===== src/assert_macros.svh =====
`ifndef ASSERT_MACROS_SVH
`define ASSERT_MACROS_SVH

// same-cycle implication on clk, quiet during reset
`define CHK_SAME(lbl, ante, cons, msg) \
  lbl: assert property (@(posedge clk) disable iff (rst) (ante) |-> (cons)) \
    else $error(msg);

// next-cycle implication on clk, quiet during reset
`define CHK_NEXT(lbl, ante, cons, msg) \
  lbl: assert property (@(posedge clk) disable iff (rst) (ante) |=> (cons)) \
    else $error(msg);

`endif


===== src/trm_pkg.sv =====
package trm_pkg;

  // field widths
  localparam int RAW_X_W = 11;
  localparam int RAW_Y_W = 10;
  localparam int PIX_W   = 16;
  localparam int CNT_W   = 2;
  localparam int RECT_CNT = 3;
  localparam int MASK_W  = RECT_CNT;
  localparam int ROT_W   = 2;
  localparam int AREA_W  = 2 * PIX_W;
  localparam int OUT_W   = 8;

  localparam int MAX_SCREENS_DEF = 3;

  // configuration port
  localparam int DATA_W    = 64;
  localparam int REG_IDX_W = 3;
  localparam int ADDR_LSB  = 3;
  localparam int ADDR_W    = REG_IDX_W + ADDR_LSB;

  localparam logic [REG_IDX_W-1:0] REG_PANEL_W  = 3'd0;
  localparam logic [REG_IDX_W-1:0] REG_PANEL_H  = 3'd1;
  localparam logic [REG_IDX_W-1:0] REG_COUNT    = 3'd2;
  localparam logic [REG_IDX_W-1:0] REG_MASK     = 3'd3;
  localparam logic [REG_IDX_W-1:0] REG_ROTATION = 3'd4;
  localparam logic [REG_IDX_W-1:0] REG_RECT0    = 3'd5;
  localparam logic [REG_IDX_W-1:0] REG_RECT1    = 3'd6;
  localparam logic [REG_IDX_W-1:0] REG_RECT2    = 3'd7;

  localparam logic [PIX_W-1:0] PANEL_W_RST = 16'd1280;
  localparam logic [PIX_W-1:0] PANEL_H_RST = 16'd720;

  localparam logic [ROT_W-1:0] ROT_0   = 2'd0;
  localparam logic [ROT_W-1:0] ROT_90  = 2'd1;
  localparam logic [ROT_W-1:0] ROT_180 = 2'd2;
  localparam logic [ROT_W-1:0] ROT_270 = 2'd3;

  // digitizer grid
  localparam int RAW_W = 1280;
  localparam int RAW_H = 720;

  // scaled point widths: raw * panel size
  localparam int SX_W = RAW_X_W + PIX_W;
  localparam int SY_W = RAW_Y_W + PIX_W;
  // bounds (x + w) * 1280 and (y + h) * 720
  localparam int BX_W = SX_W + 1;
  localparam int BY_W = SY_W + 1;

  // ix = nx / (5 w), iy = 4 ny / (15 h), ry = 16 ny / (45 h)
  localparam int X_DEN_MUL = 5;
  localparam int Y_NUM_MUL = 4;
  localparam int Y_DEN_MUL = 15;
  localparam int R_NUM_MUL = 16;
  localparam int R_DEN_MUL = 45;

  localparam int Q_W   = OUT_W;
  localparam int SH_W  = $clog2(Q_W);
  localparam int DIV_W = 22;
  localparam int NUM_W = DIV_W + Q_W;

  localparam logic [OUT_W-1:0] X_MAX = 8'd255;
  localparam logic [OUT_W-1:0] Y_MAX = 8'd191;

  typedef struct packed {
    logic [PIX_W-1:0] h;
    logic [PIX_W-1:0] w;
    logic [PIX_W-1:0] y;
    logic [PIX_W-1:0] x;
  } rect_t;

  typedef struct packed {
    logic [PIX_W-1:0]                 pnl_wid;
    logic [PIX_W-1:0]                 pnl_hgt;
    logic [CNT_W-1:0]                 rect_limit;
    logic [MASK_W-1:0]                touch_enable_mask;
    logic [ROT_W-1:0]                 rotation;
    rect_t [RECT_CNT-1:0]             rects;
    logic [RECT_CNT-1:0][AREA_W-1:0]  area;
  } cfg_t;

  typedef struct packed {
    logic [NUM_W-1:0] rem;
    logic [DIV_W-1:0] dvs;
    logic [Q_W-1:0]   quo;
  } div_lane_t;

  typedef struct packed {
    logic      hit;
    div_lane_t x;
    div_lane_t y;
  } div_item_t;

  // one restoring step, quotient bit shifted in at the bottom
  function automatic div_lane_t div_step(div_lane_t l, logic [SH_W-1:0] sh);
    div_lane_t        r;
    logic [NUM_W-1:0] trial;
    r = l;
    trial = NUM_W'(l.dvs) << sh;
    if (l.rem >= trial) begin
      r.rem = l.rem - trial;
      r.quo = {l.quo[Q_W-2:0], 1'b1};
    end else begin
      r.quo = {l.quo[Q_W-2:0], 1'b0};
    end
    return r;
  endfunction

endpackage


===== src/trm_divider.sv =====
module trm_divider (
  input  logic               clk,
  input  logic               rst,
  input  logic               in_valid,
  output logic               in_ready,
  input  trm_pkg::div_item_t in_item,
  output logic               out_valid,
  input  logic               out_ready,
  output trm_pkg::div_item_t out_item
);

  localparam int STEPS = trm_pkg::Q_W;

  trm_pkg::div_item_t stg   [STEPS];
  logic               stg_v [STEPS];
  logic [STEPS:0]     rdy;

  assign rdy[STEPS] = out_ready;
  assign in_ready   = rdy[0];

  for (genvar k = 0; k < STEPS; k++) begin : g_step
    localparam logic [trm_pkg::SH_W-1:0] SH = trm_pkg::SH_W'(STEPS - 1 - k);

    trm_pkg::div_item_t src;
    logic               src_v;

    if (k == 0) begin : g_first
      assign src   = in_item;
      assign src_v = in_valid;
    end else begin : g_rest
      assign src   = stg[k-1];
      assign src_v = stg_v[k-1];
    end

    assign rdy[k] = !stg_v[k] || rdy[k+1];

    always_ff @(posedge clk) begin
      if (rst) begin
        stg_v[k] <= 1'b0;
      end else if (rdy[k]) begin
        stg_v[k] <= src_v;
      end
    end

    // msb first, both lanes in lockstep
    always_ff @(posedge clk) begin
      if (rdy[k] && src_v) begin
        stg[k].hit <= src.hit;
        stg[k].x   <= trm_pkg::div_step(src.x, SH);
        stg[k].y   <= trm_pkg::div_step(src.y, SH);
      end
    end
  end

  assign out_valid = stg_v[STEPS-1];
  assign out_item  = stg[STEPS-1];

endmodule


===== config.mk =====
export PLATFORM = sky130hd
export DESIGN_NAME = trm_divider
export DESIGN_NICKNAME = d
export VERILOG_FILES = /design/src/assert_macros.svh /design/src/trm_pkg.sv /design/src/trm_divider.sv
export SDC_FILE = /design/constraint.sdc
export NUM_CORES = 2
export LEC_CHECK = 0
export ABC_CLOCK_PERIOD_IN_PS = 8200
export BUFFER_PORTS_ARGS = -buffer_cell sky130_fd_sc_hd__buf_2
export CORE_MARGIN = 5
export CORE_UTILIZATION = 60
export DETAILED_ROUTE_END_ITERATION = 10
export GPL_ROUTABILITY_DRIVEN = 0
export PLACE_DENSITY = 0.79
export RECOVER_POWER = 50
export REMOVE_ABC_BUFFERS = 1
export SLEW_MARGIN = 20
export SYNTH_ARGS = -nofsm -noshare
export SYNTH_HDL_FRONTEND = slang
export SYNTH_SLANG_ARGS = --single-unit

===== constraint.sdc =====
create_clock -name clk -period 8.2 [get_ports clk]
set_input_delay 0.82 -clock clk [delete_from_list [all_inputs] [get_ports clk]]
set_output_delay 0.82 -clock clk [all_outputs]
set_load 0.01 [all_outputs]

==> results.toml <==
[logic_synthesis]
yosys_most_used_dff = "edfxtp_1"
synthesis.area_um2 = 51600
ys_async_sr_fraction = 0
synth.distinct_cells = 88
count_of_flip_flops_with_a_built_in_enable_after_synthesis = 920
ys_seq_area_frac = 0.535
synth_seq_cells = 920
synthesis.area_per_instance_um2 = 11.2
postSynthCellCount = 4602
yosys_synthesis_warning_count = 0

[route]
route.detailed.drc = 0
vias_per_cell = 5.84
ant_nets = 0
route.detailed.wl_per_inst_um = 18.4
routed-via-count = 35400
drtPass1Iterations = 5
routed_wl_mm = 112
detail_route.iter0.violations = 2966

[worst_setup_path]
worst_endpoint_data_arrival_time_ps = 5530
max_stage_delay_ps = 2770
critical_path.startpoint_type = "flip-flop"
setup.worst_path.class = "flip-flop to flip-flop"
worstSetupEndpointType = "flip-flop"
worst-endpoint-required_ps = 8370
critical_path.top_delay_family = "buffers and inverters"
cp_max_fo = 76
critPathBufInv = 1
slowest_stage = "clkbuf_1"
worstPathCellList = "nor2b_1 -> nand3_1 -> o21a_1 -> clkbuf_1"

[final_layout]
fraction_of_final_layout_cells_with_drive_strength_greater_than_1 = 0.0756
layout-area-overhead-vs-synth_pct = 9.84
utilization = 0.665
finish.net_count = 5338

[timing]
measured_slew_at_the_worst_slew_check_pin_ps = 3810
fin_skew_ps = 26.0
setup-tns-final_ps = 0
timing.fmax_ghz = 0.186
timing.final.hold_violations = 0
final.period_utilization = 0.654
grt_setup_unrepaired = "false"
final-max-slew-violation-count = 375
timing.slew.headroom = -1.54
setup_failing_eps_final = 0
final_period_minus_worst_setup_slack_ps = 5360

[floorplan]
row_count = 107
die_x_um = 303
floorplan.die.height_um = 303
initial_utilization = 0.605
num_io_pins = 248
core-area_um2 = 85300
floorplan.die_area_um2 = 92000

[power_and_ir_drop]
power_density_cells_nw_per_um2 = 195
ir_drop_uv = 166
total_power_uw = 11100
power_leakage_uw = 0.0222

[status]
violations = "max-capacitance violations, max-slew violations"
status = "finished, violations left"

[placed_design]
io_buffers = 231
dpl.hpwl_mm = 86.3

[global_route]
grt_max_degree = 91
antenna_violations_before_repair = 1
first_global_vias = 33600
grt_pass1_wl_mm = 176
global_route_total_overflow = 0
track_usage = 0.240

[clock_tree]
cts-resized-gates = 0
clock_tree.htree_level_count = 3
cts.hold.buffers_added = 0
clock_buffer_count_from_cts = 92
clock-sinks = 920
cts_post_setup_buffers_inserted = 0
clock_latency_ps = 660
max-clock-path-buffers = 3
path_clk_slew_ps = 60
cts_root_buf = "clkbuf_16"
tritoncts = "yes"

[hold_path]
min-delay-path-class = "input pin to flip-flop"

[run]
timing.max_cap.violations = 9
==> cell families (layout without fill, tap and decap cells) <==
family | Yosys count | count (layout) | share of synthesized area
other cells | 0 | 2 | 0
xor+xnor | 339 | 339 | 0.0575
mux | 108 | 108 | 0.0235
flops | 920 | 920 | 0.535
buf+inv | 568 | 886 | 0.0428
fa+ha+maj | 368 | 368 | 0.0915
simple gates | 1087 | 1087 | 0.101
compound gates | 1212 | 1212 | 0.148
==> cells in the mapped netlist (32+ instances only) <==
cell,count,area share
edfxtp_1,920,0.54
inv_1,462,0.034
a21oi_1,439,0.043
nor2_1,356,0.026
ha_1,352,0.085
nand2_1,273,0.020
o21ai_0,219,0.021
xnor2_1,214,0.036
a21o_1,171,0.025
xor2_1,125,0.021
mux2_2,105,0.023
o21a_1,68,0.0099
nor3_1,67,0.0065
nand3_1,59,0.0057
nand4_1,55,0.0067
nor2b_1,55,0.0067
clkbuf_1,52,0.0038
nand2b_1,47,0.0057
o21bai_1,47,0.0068
a31oi_1,43,0.0052
buf_2,33,0.0032
nor4_1,32,0.0039
==> cell usage in the layout (no fill, tap or decap), drive strengths merged, types with 68 or more instances in the layout <==
cell / netlist / layout
xor2: 125 / 125
buf: 53 / 79
mux2: 105 / 105
o21a: 68 / 68
o21ai: 237 / 237
ha: 352 / 352
a21oi: 442 / 442
clkbuf: 52 / 284
a21o: 172 / 172
nand2: 274 / 274
xnor2: 214 / 214
nor3: 68 / 68
edfxtp: 920 / 920
nor2: 356 / 356
inv: 463 / 466
==> registers in the layout (all words and copies together) (netlist names) <==
signal / flops
stg_v: 8
stg: 912
==> worst register-to-register path, stage by stage, from the launching register on <==
cell and delay, ps:
edfxtp_1 380, nor2b_1 220, nand3_1 160, o21a_1 1260, clkbuf_1 2800
==> per-layer routing <==
layer	GRT usage	part of all wire
met4	0.149	0.071
met2	0.382	0.45
met3	0.0281	0.056
met5	0	0
met1	0.319	0.42
==> cell type report <==
type	instances	area, um2
antenna	2	5.00
clock buffer	109	2390
clock inverter	60	609
fill	6328	28600
inverter	463	1740
multi-input combinational	3114	21800
sequential	920	27600
tap	1144	1430
timing repair buffer	254	1100
==> stage by stage <==
stage / hold WS (ps) / worst slack, ps / instance area, um2 / instances
after floorplan: 400 / 758 / 51200 / 4497
after global placement: 401 / 4120 / 54000 / 5895
after detailed placement: 405 / 4050 / 54000 / 5895
after CTS: 295 / 4080 / 57000 / 6064
after global routing: 313 / 2440 / 56700 / 6065
final: 337 / 2840 / 56700 / 6066
==> worst paths after layout <==
path              cells past startpoint         start  slack [ps]           to
setup / recovery                      4   stg_v[1][3]        2840    stg[1][4]
hold reg to reg                       0   stg[0][424]         420   stg[1][62]
setup reg to reg                      4   stg_v[1][3]        2840    stg[1][4]
hold / removal                        1  in_item[120]         340  stg[0][120]
==> power breakdown <==
group,switching [uW],internal (uW),leakage [uW],total (uW)
logic,815,635,0.0123,1450
registers,101,5390,0.00842,5490
clock network,1740,2380,0.00144,4120
Note: power is estimated with default switching activity, not from simulation.
