## src/assert_macros.svh

```systemverilog
`ifndef ASSERT_MACROS_SVH
`define ASSERT_MACROS_SVH

// same-cycle implication on clk, quiet during reset
`define CHK_SAME(lbl, ante, cons, msg) \
  lbl: assert property (@(posedge clk) disable iff (rst) (ante) |-> (cons)) \
    else $error(msg);

// next-cycle implication on clk, quiet during reset
`define CHK_NEXT(lbl, ante, cons, msg) \
  lbl: assert property (@(posedge clk) disable iff (rst) (ante) |=> (cons)) \
    else $error(msg);

`endif

```

## src/trm_pkg.sv

```systemverilog
package trm_pkg;

  // field widths
  localparam int RAW_X_W = 11;
  localparam int RAW_Y_W = 10;
  localparam int PIX_W   = 16;
  localparam int CNT_W   = 2;
  localparam int RECT_CNT = 3;
  localparam int MASK_W  = RECT_CNT;
  localparam int ROT_W   = 2;
  localparam int AREA_W  = 2 * PIX_W;
  localparam int OUT_W   = 8;

  localparam int MAX_SCREENS_DEF = 3;

  // configuration port
  localparam int DATA_W    = 64;
  localparam int REG_IDX_W = 3;
  localparam int ADDR_LSB  = 3;
  localparam int ADDR_W    = REG_IDX_W + ADDR_LSB;

  localparam logic [REG_IDX_W-1:0] REG_PANEL_W  = 3'd0;
  localparam logic [REG_IDX_W-1:0] REG_PANEL_H  = 3'd1;
  localparam logic [REG_IDX_W-1:0] REG_COUNT    = 3'd2;
  localparam logic [REG_IDX_W-1:0] REG_MASK     = 3'd3;
  localparam logic [REG_IDX_W-1:0] REG_ROTATION = 3'd4;
  localparam logic [REG_IDX_W-1:0] REG_RECT0    = 3'd5;
  localparam logic [REG_IDX_W-1:0] REG_RECT1    = 3'd6;
  localparam logic [REG_IDX_W-1:0] REG_RECT2    = 3'd7;

  localparam logic [PIX_W-1:0] PANEL_W_RST = 16'd1280;
  localparam logic [PIX_W-1:0] PANEL_H_RST = 16'd720;

  localparam logic [ROT_W-1:0] ROT_0   = 2'd0;
  localparam logic [ROT_W-1:0] ROT_90  = 2'd1;
  localparam logic [ROT_W-1:0] ROT_180 = 2'd2;
  localparam logic [ROT_W-1:0] ROT_270 = 2'd3;

  // digitizer grid
  localparam int RAW_W = 1280;
  localparam int RAW_H = 720;

  // scaled point widths: raw * panel size
  localparam int SX_W = RAW_X_W + PIX_W;
  localparam int SY_W = RAW_Y_W + PIX_W;
  // bounds (x + w) * 1280 and (y + h) * 720
  localparam int BX_W = SX_W + 1;
  localparam int BY_W = SY_W + 1;

  // ix = nx / (5 w), iy = 4 ny / (15 h), ry = 16 ny / (45 h)
  localparam int X_DEN_MUL = 5;
  localparam int Y_NUM_MUL = 4;
  localparam int Y_DEN_MUL = 15;
  localparam int R_NUM_MUL = 16;
  localparam int R_DEN_MUL = 45;

  localparam int Q_W   = OUT_W;
  localparam int SH_W  = $clog2(Q_W);
  localparam int DIV_W = 22;
  localparam int NUM_W = DIV_W + Q_W;

  localparam logic [OUT_W-1:0] X_MAX = 8'd255;
  localparam logic [OUT_W-1:0] Y_MAX = 8'd191;

  typedef struct packed {
    logic [PIX_W-1:0] h;
    logic [PIX_W-1:0] w;
    logic [PIX_W-1:0] y;
    logic [PIX_W-1:0] x;
  } rect_t;

  typedef struct packed {
    logic [PIX_W-1:0]                 pnl_wid;
    logic [PIX_W-1:0]                 pnl_hgt;
    logic [CNT_W-1:0]                 rect_limit;
    logic [MASK_W-1:0]                touch_enable_mask;
    logic [ROT_W-1:0]                 rotation;
    rect_t [RECT_CNT-1:0]             rects;
    logic [RECT_CNT-1:0][AREA_W-1:0]  area;
  } cfg_t;

  typedef struct packed {
    logic [NUM_W-1:0] rem;
    logic [DIV_W-1:0] dvs;
    logic [Q_W-1:0]   quo;
  } div_lane_t;

  typedef struct packed {
    logic      hit;
    div_lane_t x;
    div_lane_t y;
  } div_item_t;

  // one restoring step, quotient bit shifted in at the bottom
  function automatic div_lane_t div_step(div_lane_t l, logic [SH_W-1:0] sh);
    div_lane_t        r;
    logic [NUM_W-1:0] trial;
    r = l;
    trial = NUM_W'(l.dvs) << sh;
    if (l.rem >= trial) begin
      r.rem = l.rem - trial;
      r.quo = {l.quo[Q_W-2:0], 1'b1};
    end else begin
      r.quo = {l.quo[Q_W-2:0], 1'b0};
    end
    return r;
  endfunction

endpackage

```

## src/trm_rotate.sv

```systemverilog
module trm_rotate (
  input  logic                      clk,
  input  logic                      rst,
  input  logic [trm_pkg::ROT_W-1:0] rotation,
  input  logic                      in_valid,
  output logic                      in_ready,
  input  trm_pkg::div_item_t        in_item,
  output logic                      out_valid,
  input  logic                      out_ready,
  output logic                      hit,
  output logic [trm_pkg::OUT_W-1:0] ds_x,
  output logic [trm_pkg::OUT_W-1:0] ds_y
);

  localparam int W = trm_pkg::OUT_W;

  logic [W-1:0] ix, q2, ix34, nx_x, nx_y;
  logic [W+1:0] ix3;

  assign ix   = in_item.x.quo;
  assign q2   = in_item.y.quo;
  // ix * 192 / 256
  assign ix3  = {1'b0, ix, 1'b0} + (W+2)'(ix);
  assign ix34 = ix3[W+1:2];

  always_comb begin
    unique case (rotation)
      trm_pkg::ROT_0: begin
        nx_x = ix;
        nx_y = q2;
      end
      trm_pkg::ROT_90: begin
        nx_x = q2;
        nx_y = trm_pkg::Y_MAX - ix34;
      end
      trm_pkg::ROT_180: begin
        nx_x = trm_pkg::X_MAX - ix;
        nx_y = trm_pkg::Y_MAX - q2;
      end
      trm_pkg::ROT_270: begin
        nx_x = trm_pkg::X_MAX - q2;
        nx_y = ix34;
      end
    endcase
  end

  assign in_ready = !out_valid || out_ready;

  always_ff @(posedge clk) begin
    if (rst) begin
      out_valid <= 1'b0;
    end else if (in_ready) begin
      out_valid <= in_valid;
    end
  end

  always_ff @(posedge clk) begin
    if (in_ready && in_valid) begin
      hit  <= in_item.hit;
      ds_x <= in_item.hit ? nx_x : '0;
      ds_y <= in_item.hit ? nx_y : '0;
    end
  end

endmodule
```

## config.mk

```make
export PLATFORM = sky130hd
export DESIGN_NAME = trm_rotate
export DESIGN_NICKNAME = d
export VERILOG_FILES = /design/src/assert_macros.svh /design/src/trm_pkg.sv /design/src/trm_rotate.sv
export SDC_FILE = /design/constraint.sdc
export NUM_CORES = 1
export LEC_CHECK = 0
export ABC_CLOCK_PERIOD_IN_PS = 5600
export BUFFER_PORTS_ARGS = -buffer_cell sky130_fd_sc_hd__buf_2
export CAP_MARGIN = 20
export CORE_MARGIN = 4
export CORE_UTILIZATION = 38
export CTS_BUF_LIST = sky130_fd_sc_hd__clkbuf_16
export DETAILED_ROUTE_END_ITERATION = 8
export HOLD_SLACK_MARGIN = 0.08
export PLACE_DENSITY_LB_ADDON = 0.08
export SLEW_MARGIN = 5
export SYNTH_ARGS = -nofsm -noshare
export SYNTH_HDL_FRONTEND = slang
export SYNTH_SLANG_ARGS = --single-unit
```

## constraint.sdc

```tcl
create_clock -name clk -period 5.6 [get_ports clk]
set_clock_uncertainty 0.1 [all_clocks]
set_input_delay 0.28 -clock clk [delete_from_list [all_inputs] [get_ports clk]]
set_output_delay 0.28 -clock clk [all_outputs]
set_load 0.02 [all_outputs]
```

==> metrics.sh <==
HOLD_CLASS='in -> reg'
FINALHOLDVIOLCOUNT=0
CLK_PIN_SLEW_WORST_PATHS_NS=0.05
FP.COREAREA_UM2=3440
LEAKAGEPOWER_nW=0.765
ANTENNADIODECOUNT=0
POWER_SWITCHING_W=0.000116
SYNTH.YOSYS.WARNINGS=0
FIRST_GLOBAL_VIAS=939
CLOCK_POWER_SHARE_PCT=32.7
CLOCKROOTBUFFER='sky130_fd_sc_hd__clkbuf_16'
SYNTH_SEQ_CELLS=18
MAX-CLOCK-PATH-BUFFERS=2
VIAS_CELL=4.78
TIMING_MAX_TRANSITION_VIOLATIONS_FINAL=0
POST_SYNTH_FA_HA_MAJ_AREA_FRACTION_PCT=7.70
SYNTH_TOP_AREA_SHARE_PCT=36.5
TOTAL_NETS_AFTER_SYNTHESIS=275
FLOORPLAN.DIE.WIDTH_UM=68.6
CRIT_PATH_END_KIND='register'
NETLIST_TOP_CELLS_AREA='sky130_fd_sc_hd__edfxtp_1 37%, sky130_fd_sc_hd__mux2i_1 7.9%, sky130_fd_sc_hd__ha_1 6.3%'
YOSYS.AREA.TOP_TYPE='sky130_fd_sc_hd__edfxtp_1'
I_O_PINS=146
DRT-INITIAL-DRC-COUNT=27
IR_DROP_uV=88.7
POSTSYNTH.TOPFLOPCELL='sky130_fd_sc_hd__edfxtp_1'
ASYNCSETRESETFLOPFRACSYNTH_PCT=0
SYNTH-COMPOUND-AREA-SHARE_PCT=12.9
MAX_CLOCK_FREQ_MHz=417
SYNTHSIMPLEGATEAREAFRAC_PCT=19.5
FINAL_PERIOD_MINUS_WORST_SETUP_SLACK_NS=2.40
INITIAL_CORE_UTILIZATION_PCT=40.6
INTPOWER_W=0.000304
RSZ0062_AT_GRT='no'
GRT-OVFL-TOTAL=0
CRITICAL-PATH-MAX-STAGE-DELAY_NS=0.46
CRITPATHREQUIREDTIME_NS=5.58
MAX-SLEW-MARGIN-REL_PCT=54.3
CP_MAX_FO=5
NETSWITCHINGFRACTION_PCT=27.6
POSTROUTEANTENNANETS=0
COMB_POWER_SHARE_PCT=28.2
WORSTPATHCELLLIST='buf_2 > and2_1 > fa_1 > a21oi_2 > o211ai_1 > a21o_1 > a21o_1 > or4b_1 > a31oi_1'
SYNTHXORXNORAREAFRAC_PCT=10.0
SYNTH_ENABLE_FLOP_CELLS=17
ROUTE.FINAL.WIRE_LENGTH_MM=2.73
CLOCK_SINKS=18
POST_CTS.REPAIR.SETUP_BUFFERS=0
CRITICAL_PATH_AT_NS=2.38
MAXIMUM_NUMBER_OF_PINS_ON_ONE_NET_BEFORE_GLOBAL_ROUTE_REPAIR=31
TOTALNEGATIVESETUPSLACK_NS=0
AREA_GROWTH_PCT=22.3
FIN_TOTAL_PWR_W=0.000421
STD_CELL_ROWS=21
DOMINANT_COMBINATIONAL_CELL_FAMILY_BY_AREA_AFTER_SYNTHESIS='simple AND/OR/NAND/NOR gates'
NUMBER_OF_DESIGN_RULE_VIOLATIONS_LEFT_AFTER_DETAIL_ROUTING=0
DETAIL_ROUTE.FIRST_PASS.ITERATIONS=4
YOSYS-MUX-AREA-FRACTION_PCT=7.88
CTS.REPAIR.RESIZED=0
SYNTH_AREA_PER_CELL_UM2=9.98
GLOBAL_ROUTE.USAGE.TOTAL_PCT=12.0
SYNTH_SEQ_AREA_SHARE_PCT=38.0
FINALNETCOUNT=315
TIMING.CRITICAL_PATH.SLOWEST_STAGE_CELL='sky130_fd_sc_hd__or4b_1'
DRV.MAX_CAP_VIOLATION_COUNT=0
DRIVE_GT1_SHARE_PCT=29.1
POWER_PER_CELL_AREA_nW_PER_UM2=246
POSTSYNTHCELLCOUNT=140
WORST_SETUP_PATH_CATEGORY='in -> reg'
PROPORTION_OF_POWER_DRAWN_BY_FLIP_FLOPS_AND_LATCHES_PCT=39.1
PORTBUFFERS=41
RUN_STATUS='complete, no violations'
CTS_MADE_BUFFERS=3
DIE-AREA_UM2=4710
DETAILROUTE.VIA_COUNT=1076
FIRST_PASS_GRT_WIRE_LENGTH_MM=4.26
CTS_HOLD_BUFFERS=0
DRT-WIRELENGTH-PER-CELL_UM=12.1
NETLIST_AREA_UM2=1400
POST-ROUTE-PERIOD-UTIL_PCT=42.8
CTS_TREE='done'
WORST_SETUP_PATH_START_KIND='input port'
HPWLAFTERDP_MM=2.20
CTS_MAX_LEVEL=1
CLK-INSERTION-DELAY-LATE_NS=0.24
FINAL-SETUP-VIOL-COUNT=0
SYNTH.LIB_CELLS_USED.DISTINCT=45
CPMOSTUSEDCELL='sky130_fd_sc_hd__a21o_1'
VERT_DIE_DIM_UM=68.6
TIGHTEST_SLEW_NS=0.685
ANTENNA_VIOLATIONS_BEFORE_REPAIR=0
FINAL.FILL_COUNT=339
PLACE.GP.CONGESTION=0.828
[metrics by stage]
stage	worst slack [ns]	instances	instance area (µm²)	hold slack [ns]	utilization, %
after CTS	3.19	225	1710	0.0811	49.7
after global routing	3.10	225	1710	0.0912	49.7
final	3.20	225	1710	0.0839	49.7
after detailed placement	2.93	221	1630	0.341	47.4
after global placement	3.00	221	1630	0.334	47.4
after floorplan	3.27	140	1400	0.249	-
[synthesized netlist by cell type, types with 2 or more instances]
cell	instances
sky130_fd_sc_hd__edfxtp_1	17
sky130_fd_sc_hd__nor2_1	17
sky130_fd_sc_hd__mux2i_1	11
sky130_fd_sc_hd__xor2_1	10
sky130_fd_sc_hd__nand3_1	8
sky130_fd_sc_hd__ha_1	7
sky130_fd_sc_hd__inv_1	7
sky130_fd_sc_hd__xnor2_1	6
sky130_fd_sc_hd__nand2_1	5
sky130_fd_sc_hd__a21oi_1	3
sky130_fd_sc_hd__and2_1	3
sky130_fd_sc_hd__clkbuf_1	3
sky130_fd_sc_hd__nand2b_1	3
sky130_fd_sc_hd__a21o_1	2
sky130_fd_sc_hd__a21oi_2	2
sky130_fd_sc_hd__buf_1	2
sky130_fd_sc_hd__nor2_2	2
sky130_fd_sc_hd__nor2b_1	2
sky130_fd_sc_hd__nor3_1	2
sky130_fd_sc_hd__o21ai_0	2
sky130_fd_sc_hd__o31ai_1	2
[final timing paths]
| kind | startpoint | endpoint | slack (ns) | cells past startpoint |
|---|---|---|---|---|
| setup / recovery | in_item[61] | ds_y[7]$_SDFFCE_PN0P_ | 3.20 | 9 |
| hold / removal | rst | out_valid$_SDFFE_PP0N_ | 0.08 | 2 |
| setup reg to reg | out_valid$_SDFFE_PP0N_ | ds_x[1]$_SDFFCE_PN0P_ | 4.15 | 2 |
| hold reg to reg | out_valid$_SDFFE_PP0N_ | out_valid$_SDFFE_PP0N_ | 0.41 | 2 |
[logic make-up after synthesis]
| family | after synthesis |
|---|---|
| compound gates | 22 |
| flops | 18 |
| mux | 11 |
| fa+ha+maj | 8 |
| xor+xnor | 16 |
| buf+inv | 13 |
| simple gates | 52 |
[flip-flops by register name, indices dropped and copies added, names as in the netlist]
register / flops
ds_x: 8
hit: 1
out_valid: 1
ds_y: 8
[metal layers]
metal  vias to the layer above  share of wire [%]  GRT usage (%)
met5                         -                  0              0
met4                         0                1.3           5.96
met3                         4                6.0           1.62
met2                        25                 43           18.6
met1                       469                 50           16.3
li1                        578                  -              -
[worst max-delay path, delay by kind of cell]
family,cells,cell delay [ns]
AOI/OAI and AO/OA,5,0.95
adders and majority gates,1,0.41
buffers and inverters,1,0.14
and+or+nand+nor,2,0.61
[placed cells by master (no fill, tap or decap), types with 2 or more instances in the layout]
| cell type | instances |
|---|---|
| sky130_fd_sc_hd__nor2b_1 | 2 |
| sky130_fd_sc_hd__mux2i_1 | 11 |
| sky130_fd_sc_hd__buf_2 | 41 |
| sky130_fd_sc_hd__a21oi_1 | 3 |
| sky130_fd_sc_hd__nand2b_1 | 3 |
| sky130_fd_sc_hd__inv_1 | 7 |
| sky130_fd_sc_hd__a21o_1 | 2 |
| sky130_fd_sc_hd__nor2_1 | 17 |
| sky130_fd_sc_hd__nand3_1 | 8 |
| sky130_fd_sc_hd__and2_1 | 3 |
| sky130_fd_sc_hd__o31ai_1 | 2 |
| sky130_fd_sc_hd__clkbuf_16 | 3 |
| sky130_fd_sc_hd__nor2_2 | 2 |
| sky130_fd_sc_hd__o21ai_0 | 2 |
| sky130_fd_sc_hd__ha_1 | 7 |
| sky130_fd_sc_hd__xor2_1 | 10 |
| sky130_fd_sc_hd__xnor2_1 | 6 |
| sky130_fd_sc_hd__nor3_1 | 2 |
| sky130_fd_sc_hd__nand2_1 | 5 |
| sky130_fd_sc_hd__a21oi_2 | 2 |
| sky130_fd_sc_hd__edfxtp_1 | 17 |
[power by group through the flow]
| stage | Clock [W] | Sequential, W | Combinational [W] |
|---|---|---|---|
| finish | 0.000138 | 0.000165 | 0.000119 |
| global route | 0.000146 | 0.000166 | 0.000132 |
| CTS | 0.000141 | 0.000165 | 0.000120 |
| detailed placement | 0 | 0.000167 | 0.000120 |
| global placement | 0 | 0.000167 | 0.000117 |
| floorplan | 0 | 0.000182 | 0.0000714 |
[final cells by class]
class                   count  area, µm²  area share (%)
inverters                   7       26.3            1.54
clock buffers               3       75.1            4.39
repair buffers             41        205            12.0
clock inverters             1       3.75           0.220
multi-input cells         109        811            47.4
flip-flops and latches     18        531            31.0
well taps                  46       57.6            3.37
(Power assumes the default switching activity.)
