$ cat src/assert_macros.svh
`ifndef ASSERT_MACROS_SVH
`define ASSERT_MACROS_SVH

// same-cycle implication on clk, quiet during reset
`define CHK_SAME(lbl, ante, cons, msg) \
  lbl: assert property (@(posedge clk) disable iff (rst) (ante) |-> (cons)) \
    else $error(msg);

// next-cycle implication on clk, quiet during reset
`define CHK_NEXT(lbl, ante, cons, msg) \
  lbl: assert property (@(posedge clk) disable iff (rst) (ante) |=> (cons)) \
    else $error(msg);

`endif

$ cat src/trm_pkg.sv
package trm_pkg;

  // field widths
  localparam int RAW_X_W = 11;
  localparam int RAW_Y_W = 10;
  localparam int PIX_W   = 16;
  localparam int CNT_W   = 2;
  localparam int RECT_CNT = 3;
  localparam int MASK_W  = RECT_CNT;
  localparam int ROT_W   = 2;
  localparam int AREA_W  = 2 * PIX_W;
  localparam int OUT_W   = 8;

  localparam int MAX_SCREENS_DEF = 3;

  // configuration port
  localparam int DATA_W    = 64;
  localparam int REG_IDX_W = 3;
  localparam int ADDR_LSB  = 3;
  localparam int ADDR_W    = REG_IDX_W + ADDR_LSB;

  localparam logic [REG_IDX_W-1:0] REG_PANEL_W  = 3'd0;
  localparam logic [REG_IDX_W-1:0] REG_PANEL_H  = 3'd1;
  localparam logic [REG_IDX_W-1:0] REG_COUNT    = 3'd2;
  localparam logic [REG_IDX_W-1:0] REG_MASK     = 3'd3;
  localparam logic [REG_IDX_W-1:0] REG_ROTATION = 3'd4;
  localparam logic [REG_IDX_W-1:0] REG_RECT0    = 3'd5;
  localparam logic [REG_IDX_W-1:0] REG_RECT1    = 3'd6;
  localparam logic [REG_IDX_W-1:0] REG_RECT2    = 3'd7;

  localparam logic [PIX_W-1:0] PANEL_W_RST = 16'd1280;
  localparam logic [PIX_W-1:0] PANEL_H_RST = 16'd720;

  localparam logic [ROT_W-1:0] ROT_0   = 2'd0;
  localparam logic [ROT_W-1:0] ROT_90  = 2'd1;
  localparam logic [ROT_W-1:0] ROT_180 = 2'd2;
  localparam logic [ROT_W-1:0] ROT_270 = 2'd3;

  // digitizer grid
  localparam int RAW_W = 1280;
  localparam int RAW_H = 720;

  // scaled point widths: raw * panel size
  localparam int SX_W = RAW_X_W + PIX_W;
  localparam int SY_W = RAW_Y_W + PIX_W;
  // bounds (x + w) * 1280 and (y + h) * 720
  localparam int BX_W = SX_W + 1;
  localparam int BY_W = SY_W + 1;

  // ix = nx / (5 w), iy = 4 ny / (15 h), ry = 16 ny / (45 h)
  localparam int X_DEN_MUL = 5;
  localparam int Y_NUM_MUL = 4;
  localparam int Y_DEN_MUL = 15;
  localparam int R_NUM_MUL = 16;
  localparam int R_DEN_MUL = 45;

  localparam int Q_W   = OUT_W;
  localparam int SH_W  = $clog2(Q_W);
  localparam int DIV_W = 22;
  localparam int NUM_W = DIV_W + Q_W;

  localparam logic [OUT_W-1:0] X_MAX = 8'd255;
  localparam logic [OUT_W-1:0] Y_MAX = 8'd191;

  typedef struct packed {
    logic [PIX_W-1:0] h;
    logic [PIX_W-1:0] w;
    logic [PIX_W-1:0] y;
    logic [PIX_W-1:0] x;
  } rect_t;

  typedef struct packed {
    logic [PIX_W-1:0]                 pnl_wid;
    logic [PIX_W-1:0]                 pnl_hgt;
    logic [CNT_W-1:0]                 rect_limit;
    logic [MASK_W-1:0]                touch_enable_mask;
    logic [ROT_W-1:0]                 rotation;
    rect_t [RECT_CNT-1:0]             rects;
    logic [RECT_CNT-1:0][AREA_W-1:0]  area;
  } cfg_t;

  typedef struct packed {
    logic [NUM_W-1:0] rem;
    logic [DIV_W-1:0] dvs;
    logic [Q_W-1:0]   quo;
  } div_lane_t;

  typedef struct packed {
    logic      hit;
    div_lane_t x;
    div_lane_t y;
  } div_item_t;

  // one restoring step, quotient bit shifted in at the bottom
  function automatic div_lane_t div_step(div_lane_t l, logic [SH_W-1:0] sh);
    div_lane_t        r;
    logic [NUM_W-1:0] trial;
    r = l;
    trial = NUM_W'(l.dvs) << sh;
    if (l.rem >= trial) begin
      r.rem = l.rem - trial;
      r.quo = {l.quo[Q_W-2:0], 1'b1};
    end else begin
      r.quo = {l.quo[Q_W-2:0], 1'b0};
    end
    return r;
  endfunction

endpackage

$ cat src/trm_select.sv
module trm_select #(
  parameter int NUM_CAND = trm_pkg::MAX_SCREENS_DEF
) (
  input  logic                        clk,
  input  logic                        rst,
  input  trm_pkg::cfg_t               cfg,
  input  logic                        in_valid,
  output logic                        in_ready,
  input  logic [trm_pkg::RAW_X_W-1:0] raw_x,
  input  logic [trm_pkg::RAW_Y_W-1:0] raw_y,
  output logic                        out_valid,
  input  logic                        out_ready,
  output trm_pkg::div_item_t          out_item
);

  localparam int SX_W = trm_pkg::SX_W;
  localparam int SY_W = trm_pkg::SY_W;
  localparam int BX_W = trm_pkg::BX_W;
  localparam int BY_W = trm_pkg::BY_W;

  // stage a: scale to panel pixels
  logic            a_v, a_rdy;
  logic [SX_W-1:0] a_sx;
  logic [SY_W-1:0] a_sy;
  // stage b: containment per rectangle
  logic                b_v, b_rdy;
  logic [SX_W-1:0]     b_sx;
  logic [SY_W-1:0]     b_sy;
  logic [NUM_CAND-1:0] b_hit;
  logic [NUM_CAND-1:0] hit_vec;
  // stage c: largest-area pick
  logic            c_v, c_rdy;
  logic [SX_W-1:0] c_sx;
  logic [SY_W-1:0] c_sy;
  logic            c_found;
  trm_pkg::rect_t  c_rect;
  logic                       sel_found;
  logic [trm_pkg::AREA_W-1:0] sel_area;
  trm_pkg::rect_t             sel_rect;
  // stage d: offsets and divider operands
  logic               d_v, d_rdy;
  trm_pkg::div_item_t d_item;
  trm_pkg::div_item_t d_next;
  logic [SX_W-1:0]    nx;
  logic [SY_W-1:0]    ny;
  logic               rot_odd;

  assign d_rdy    = !d_v || out_ready;
  assign c_rdy    = !c_v || d_rdy;
  assign b_rdy    = !b_v || c_rdy;
  assign a_rdy    = !a_v || b_rdy;
  assign in_ready = a_rdy;

  always_ff @(posedge clk) begin
    if (rst) begin
      a_v <= 1'b0;
      b_v <= 1'b0;
      c_v <= 1'b0;
      d_v <= 1'b0;
    end else begin
      if (a_rdy) a_v <= in_valid;
      if (b_rdy) b_v <= a_v;
      if (c_rdy) c_v <= b_v;
      if (d_rdy) d_v <= c_v;
    end
  end

  always_ff @(posedge clk) begin
    if (a_rdy && in_valid) begin
      a_sx <= SX_W'(raw_x) * SX_W'(cfg.pnl_wid);
      a_sy <= SY_W'(raw_y) * SY_W'(cfg.pnl_hgt);
    end
  end

  always_comb begin
    logic [BX_W-1:0] lo_x, hi_x;
    logic [BY_W-1:0] lo_y, hi_y;
    for (int i = 0; i < NUM_CAND; i++) begin
      lo_x = BX_W'(cfg.rects[i].x) * BX_W'(trm_pkg::RAW_W);
      hi_x = (BX_W'(cfg.rects[i].x) + BX_W'(cfg.rects[i].w)) * BX_W'(trm_pkg::RAW_W);
      lo_y = BY_W'(cfg.rects[i].y) * BY_W'(trm_pkg::RAW_H);
      hi_y = (BY_W'(cfg.rects[i].y) + BY_W'(cfg.rects[i].h)) * BY_W'(trm_pkg::RAW_H);
      // empty rectangles fail the half-open test by themselves
      hit_vec[i] = cfg.touch_enable_mask[i]
                   && (trm_pkg::CNT_W'(i) < cfg.rect_limit)
                   && (BX_W'(a_sx) >= lo_x) && (BX_W'(a_sx) < hi_x)
                   && (BY_W'(a_sy) >= lo_y) && (BY_W'(a_sy) < hi_y);
    end
  end

  always_ff @(posedge clk) begin
    if (b_rdy && a_v) begin
      b_sx  <= a_sx;
      b_sy  <= a_sy;
      b_hit <= hit_vec;
    end
  end

  // strict compare keeps the lowest index on equal areas
  always_comb begin
    sel_found = 1'b0;
    sel_area  = '0;
    sel_rect  = '0;
    for (int i = 0; i < NUM_CAND; i++) begin
      if (b_hit[i] && (!sel_found || cfg.area[i] > sel_area)) begin
        sel_found = 1'b1;
        sel_area  = cfg.area[i];
        sel_rect  = cfg.rects[i];
      end
    end
  end

  always_ff @(posedge clk) begin
    if (c_rdy && b_v) begin
      c_sx    <= b_sx;
      c_sy    <= b_sy;
      c_found <= sel_found;
      c_rect  <= sel_rect;
    end
  end

  assign rot_odd = (cfg.rotation == trm_pkg::ROT_90) || (cfg.rotation == trm_pkg::ROT_270);
  assign nx = c_sx - SX_W'(c_rect.x) * SX_W'(trm_pkg::RAW_W);
  assign ny = c_sy - SY_W'(c_rect.y) * SY_W'(trm_pkg::RAW_H);

  always_comb begin
    d_next.hit   = c_found;
    d_next.x.rem = trm_pkg::NUM_W'(nx);
    d_next.x.dvs = trm_pkg::DIV_W'(c_rect.w) * trm_pkg::DIV_W'(trm_pkg::X_DEN_MUL);
    d_next.x.quo = '0;
    // second lane gives ry for quarter turns, iy otherwise
    if (rot_odd) begin
      d_next.y.rem = trm_pkg::NUM_W'(ny) * trm_pkg::NUM_W'(trm_pkg::R_NUM_MUL);
      d_next.y.dvs = trm_pkg::DIV_W'(c_rect.h) * trm_pkg::DIV_W'(trm_pkg::R_DEN_MUL);
    end else begin
      d_next.y.rem = trm_pkg::NUM_W'(ny) * trm_pkg::NUM_W'(trm_pkg::Y_NUM_MUL);
      d_next.y.dvs = trm_pkg::DIV_W'(c_rect.h) * trm_pkg::DIV_W'(trm_pkg::Y_DEN_MUL);
    end
    d_next.y.quo = '0;
  end

  always_ff @(posedge clk) begin
    if (d_rdy && c_v) d_item <= d_next;
  end

  assign out_valid = d_v;
  assign out_item  = d_item;

endmodule

$ cat config.mk
export PLATFORM = sky130hd
export DESIGN_NAME = trm_select
export DESIGN_NICKNAME = d
export VERILOG_FILES = /design/src/assert_macros.svh /design/src/trm_pkg.sv /design/src/trm_select.sv
export SDC_FILE = /design/constraint.sdc
export NUM_CORES = 2
export LEC_CHECK = 0
export BUFFER_PORTS_ARGS = -buffer_cell sky130_fd_sc_hd__buf_2
export CAP_MARGIN = 40
export CORE_AREA = 4 4 471 357
export CTS_CLUSTER_SIZE = 14
export DETAILED_ROUTE_END_ITERATION = 16
export DIE_AREA = 0 0 475 361
export GPL_TIMING_DRIVEN = 1
export SETUP_SLACK_MARGIN = 0.5
export SLEW_MARGIN = 40
export SYNTH_ARGS = -nofsm -noshare
export SYNTH_HDL_FRONTEND = slang
export SYNTH_SLANG_ARGS = --single-unit
export TNS_END_PERCENT = 20
$ cat constraint.sdc
create_clock -name clk -period 11.59 [get_ports clk]
set_input_delay 2.318 -clock clk [delete_from_list [all_inputs] [get_ports clk]]
set_output_delay 2.318 -clock clk [all_outputs]
set_load 0.1 [all_outputs]
==> key figures <==
Setup path
  – CP Capture Type: register
  – Crit path top cell by count: ha_1
  – Slowest cell on the critical path: a2111oi_0
  – Max incr delay on CP: 0.74 ns
  – WP data arrival: 9.35 ns
  – Setup crit start kind: primary input
  – WS Path Type: in2reg
  – Worst path required time: roughly 12 ns
  – Critical-path maximum fanout: 5

STA
  – Setup violators final: 0
  – Clock Skews: 0.0400 ns
  – RSZ-0062 raised after global routing: no
  – Setup ws final: 2.70 ns
  – Crit path time final: 8.89 ns
  – Total Neg Setup Slack: 0 ns
  – Final worst path period share: 0.767
  – Slew @ Worst Pin: 0.907 ns
  – Fmax: ~110 MHz
  – Final Max Tran Viols: 0
  – Slew margin rel.: 0.395
  – Final Hold Vio Count: 0

Flow run
  – Max Cap Viol: 0

Power and ir drop
  – Power per standard cell area: between 200 and 250 nW/µm²
  – Static Leak: a little over 30 nW
  – VDD IR-drop max: 0.225 mV
  – Sequential Power Share: 0.127
  – Clock power frac: 0.087
  – Psw: 0.00791 W
  – P_int: 0.00788 W
  – Combinational power share: 0.786
  – Sw frac: 0.501

Status
  – Outcome: finished clean

Die
  – # IOs: 475
  – Die ar.: about 170,000 µm²
  – Core ar.: 164,000 µm²
  – Initial core utilization: 0.347
  – Die W: approximately 480 µm
  – Die Y-Extent: 361 µm
  – Rows: 129

Logic synthesis
  – Yosys warnings: 0
  – Cell count after synthesis: between 6k and 7k
  – Register area share after synthesis: 0.173
  – EDFF count, synth: 324
  – #FFs+latches synth: between 300 and 400
  – Synth Flop Type: edfxtp_1
  – Synthesized area per cell: 9.45 µm²
  – Synth cell types: 84
  – Synth async-reset ratio: 0
  – Mapped Area: between 50,000 and 60,000 µm²

GRT
  – Gr ovfl total: 0
  – Pin count of the biggest net entering global routing: 72
  – First-pass GRT wire length: 255 mm
  – Vias in the first global route: 44.0k
  – Initial antenna violation count: 46
  – Total track usage: 0.192

CTS
  – CTS root buffer: clkbuf_16
  – CTS Buf Count: around 40
  – Clk_lat worst skew: 0.63 ns
  – Post-CTS Setup Repair Bufs: 0
  – CTS sink cnt: 328
  – CTS clk-pin slew, worst paths: 0.07 ns
  – Htree depth: 2
  – CTS tree: yes
  – Clock buffer depth: 3
  – Hold buffer count at cts: 0
  – CTS-repair resized insts: 0

Placement
  – DP Area: 61,700 µm²
  – DP HPWL: 142 mm
  – Gpl congestion: around 0.96
  – Pre-CTS worst setup slack: between 2 and 2.5 ns
  – Port bufs: approximately 450

Route
  – Final wirelength: 169 mm
  – Drt first-iter violations: around 2.7k
  – Vias per cell: 5.18
  – Antenna Nets Post-Route: 0
  – Initial DRT Pass Iterations: 9
  – DR vias: 44.9k
  – Routed len/inst: ~19 µm
  – Drt drc: 0

Worst hold path
  – Worst Hold Class: reg2reg

Finish
  – Layout Nets: 8,438
  – Cell area after layout: 63,200 µm²
  – Fraction of layout cells with a size suffix above 1: 0.105
  – Area grow syn2layout: 11.1%
kinds of logic (layout without fill, tap and decap cells):
kind of cell               after synthesis  after routing  synth area share
adders and majority gates             1643           1643             0.424
and+or+nand+nor                       1335           1335             0.114
AOI/OAI and AO/OA                     1247           1247             0.143
buffers and inverters                  960           1395            0.0656
xor gates and xnor gates               423            423            0.0652
DFF                                    328            328             0.173
muxes                                   80             80            0.0156
other                                    1             49         0.0000659
critical path: cells and delay by family:
kind / cells / cell delay (ns)
and+or+nand+nor: 5 / 0.88
AOI/OAI and AO/OA: 17 / 3.83
adders and majority gates: 6 / 1.85
xor gates and xnor gates: 1 / 0.17
buffers and inverters: 3 / 0.29
metal layers:
metal,vias up,global-route usage,wire length (µm)
li1,21836,-,-
met1,21559,0.267,77300
met2,1216,0.294,72300
met3,242,0.0397,12600
met4,6,0.0720,6600
met5,-,0,46
flip-flops by register name (all words and copies together), names as in the netlist:
| signal | count |
|---|---|
| out_item | 97 |
| c_rect | 64 |
| a_sx | 27 |
| b_sx | 27 |
| c_sx | 27 |
| a_sy | 26 |
| b_sy | 26 |
| c_sy | 26 |
| b_hit | 3 |
| a_v | 1 |
| b_v | 1 |
| c_found | 1 |
| c_v | 1 |
| out_valid | 1 |
cell type report:
class                      instances  area [µm²]
inverter                         839        3150
antenna                           25        62.6
fill                           16409      100000
timing repair buffer             481        2580
clock inverter                    32         378
tap                             2161        2700
clock buffer                      43        1030
multi-input combinational       4752       43500
sequential                       328        9810
synth_stat cells, drive strengths merged, types with 11 or more instances:
| master | number | area share |
|---|---|---|
| a211oi | 47 | 0.0062 |
| o2111ai | 14 | 0.0022 |
| or2 | 18 | 0.0020 |
| a31o | 14 | 0.0022 |
| mux2i | 12 | 0.0021 |
| nand3 | 67 | 0.0059 |
| a31oi | 36 | 0.0040 |
| nand4 | 55 | 0.0061 |
| xnor2 | 235 | 0.036 |
| a21o | 167 | 0.022 |
| mux2 | 68 | 0.013 |
| ha | 1170 | 0.26 |
| o211ai | 24 | 0.0033 |
| edfxtp | 324 | 0.17 |
| a21oi | 411 | 0.036 |
| o21ai | 219 | 0.019 |
| a22o | 59 | 0.0091 |
| o21bai | 27 | 0.0036 |
| nand2 | 410 | 0.027 |
| nor2b | 78 | 0.0086 |
| fa | 473 | 0.17 |
| nor4 | 11 | 0.0014 |
| a211o | 20 | 0.0031 |
| a2111oi | 18 | 0.0038 |
| and2 | 154 | 0.017 |
| inv | 839 | 0.055 |
| o31ai | 19 | 0.0025 |
| xor2 | 188 | 0.029 |
| nand2b | 64 | 0.0070 |
| nor3 | 103 | 0.0091 |
| o21a | 65 | 0.0086 |
| clkbuf | 68 | 0.0045 |
| or3 | 38 | 0.0042 |
| and3 | 39 | 0.0043 |
| nor2 | 273 | 0.018 |
| buf | 53 | 0.0057 |
| a21boi | 16 | 0.0021 |
stage by stage:
| stage | hold WS (ns) | power, W | instances | utilization |
|---|---|---|---|---|
| 3_3_place_gp | 0.401 | 0.0141 | 8554 | 0.376 |
| 4_1_cts | 0.419 | 0.0159 | 8635 | 0.386 |
| 2_1_floorplan | 0.400 | 0.0114 | 6040 | - |
| 5_1_grt | 0.419 | 0.0177 | 8656 | 0.386 |
| 3_5_place_dp | 0.405 | 0.0144 | 8560 | 0.377 |
| 6_report | 0.413 | 0.0158 | 8661 | 0.386 |
cells in the final DEF, fill, tap and decap left out, types with 65 or more instances in the layout:
cell type,synthesis,routed
buf_2,23,449
nor3_1,103,103
inv_1,838,838
mux2_2,68,68
xor2_1,188,188
nand3_1,67,66
ha_1,1170,1170
nor2b_1,78,76
nor2_1,273,272
fa_1,473,473
a21oi_1,409,408
xnor2_1,235,235
o21a_1,65,65
nand2_1,410,410
a21o_1,167,167
o21ai_0,207,207
edfxtp_1,324,324
and2_1,154,154
worst paths after layout:
check        startpoint           end  slack [ns]  cells after the start
max            cfg[113]      b_hit[0]        2.70                     32
min            b_sy[15]      c_sy[15]        0.41                      0
min reg2reg    b_sy[15]      c_sy[15]        0.41                      0
max reg2reg  c_rect[17]  out_item[57]        5.33                     24
power by group through the flow:
stage                     Clock (W)  Sequential, W  Combinational (W)
after floorplan                   0        0.00191            0.00950
after global placement            0        0.00205             0.0121
after detailed placement          0        0.00204             0.0123
after CTS                   0.00142        0.00202             0.0124
after global routing        0.00146        0.00202             0.0142
final                       0.00137        0.00201             0.0124
No activity file was read; power rests on OpenSTA's default activity.
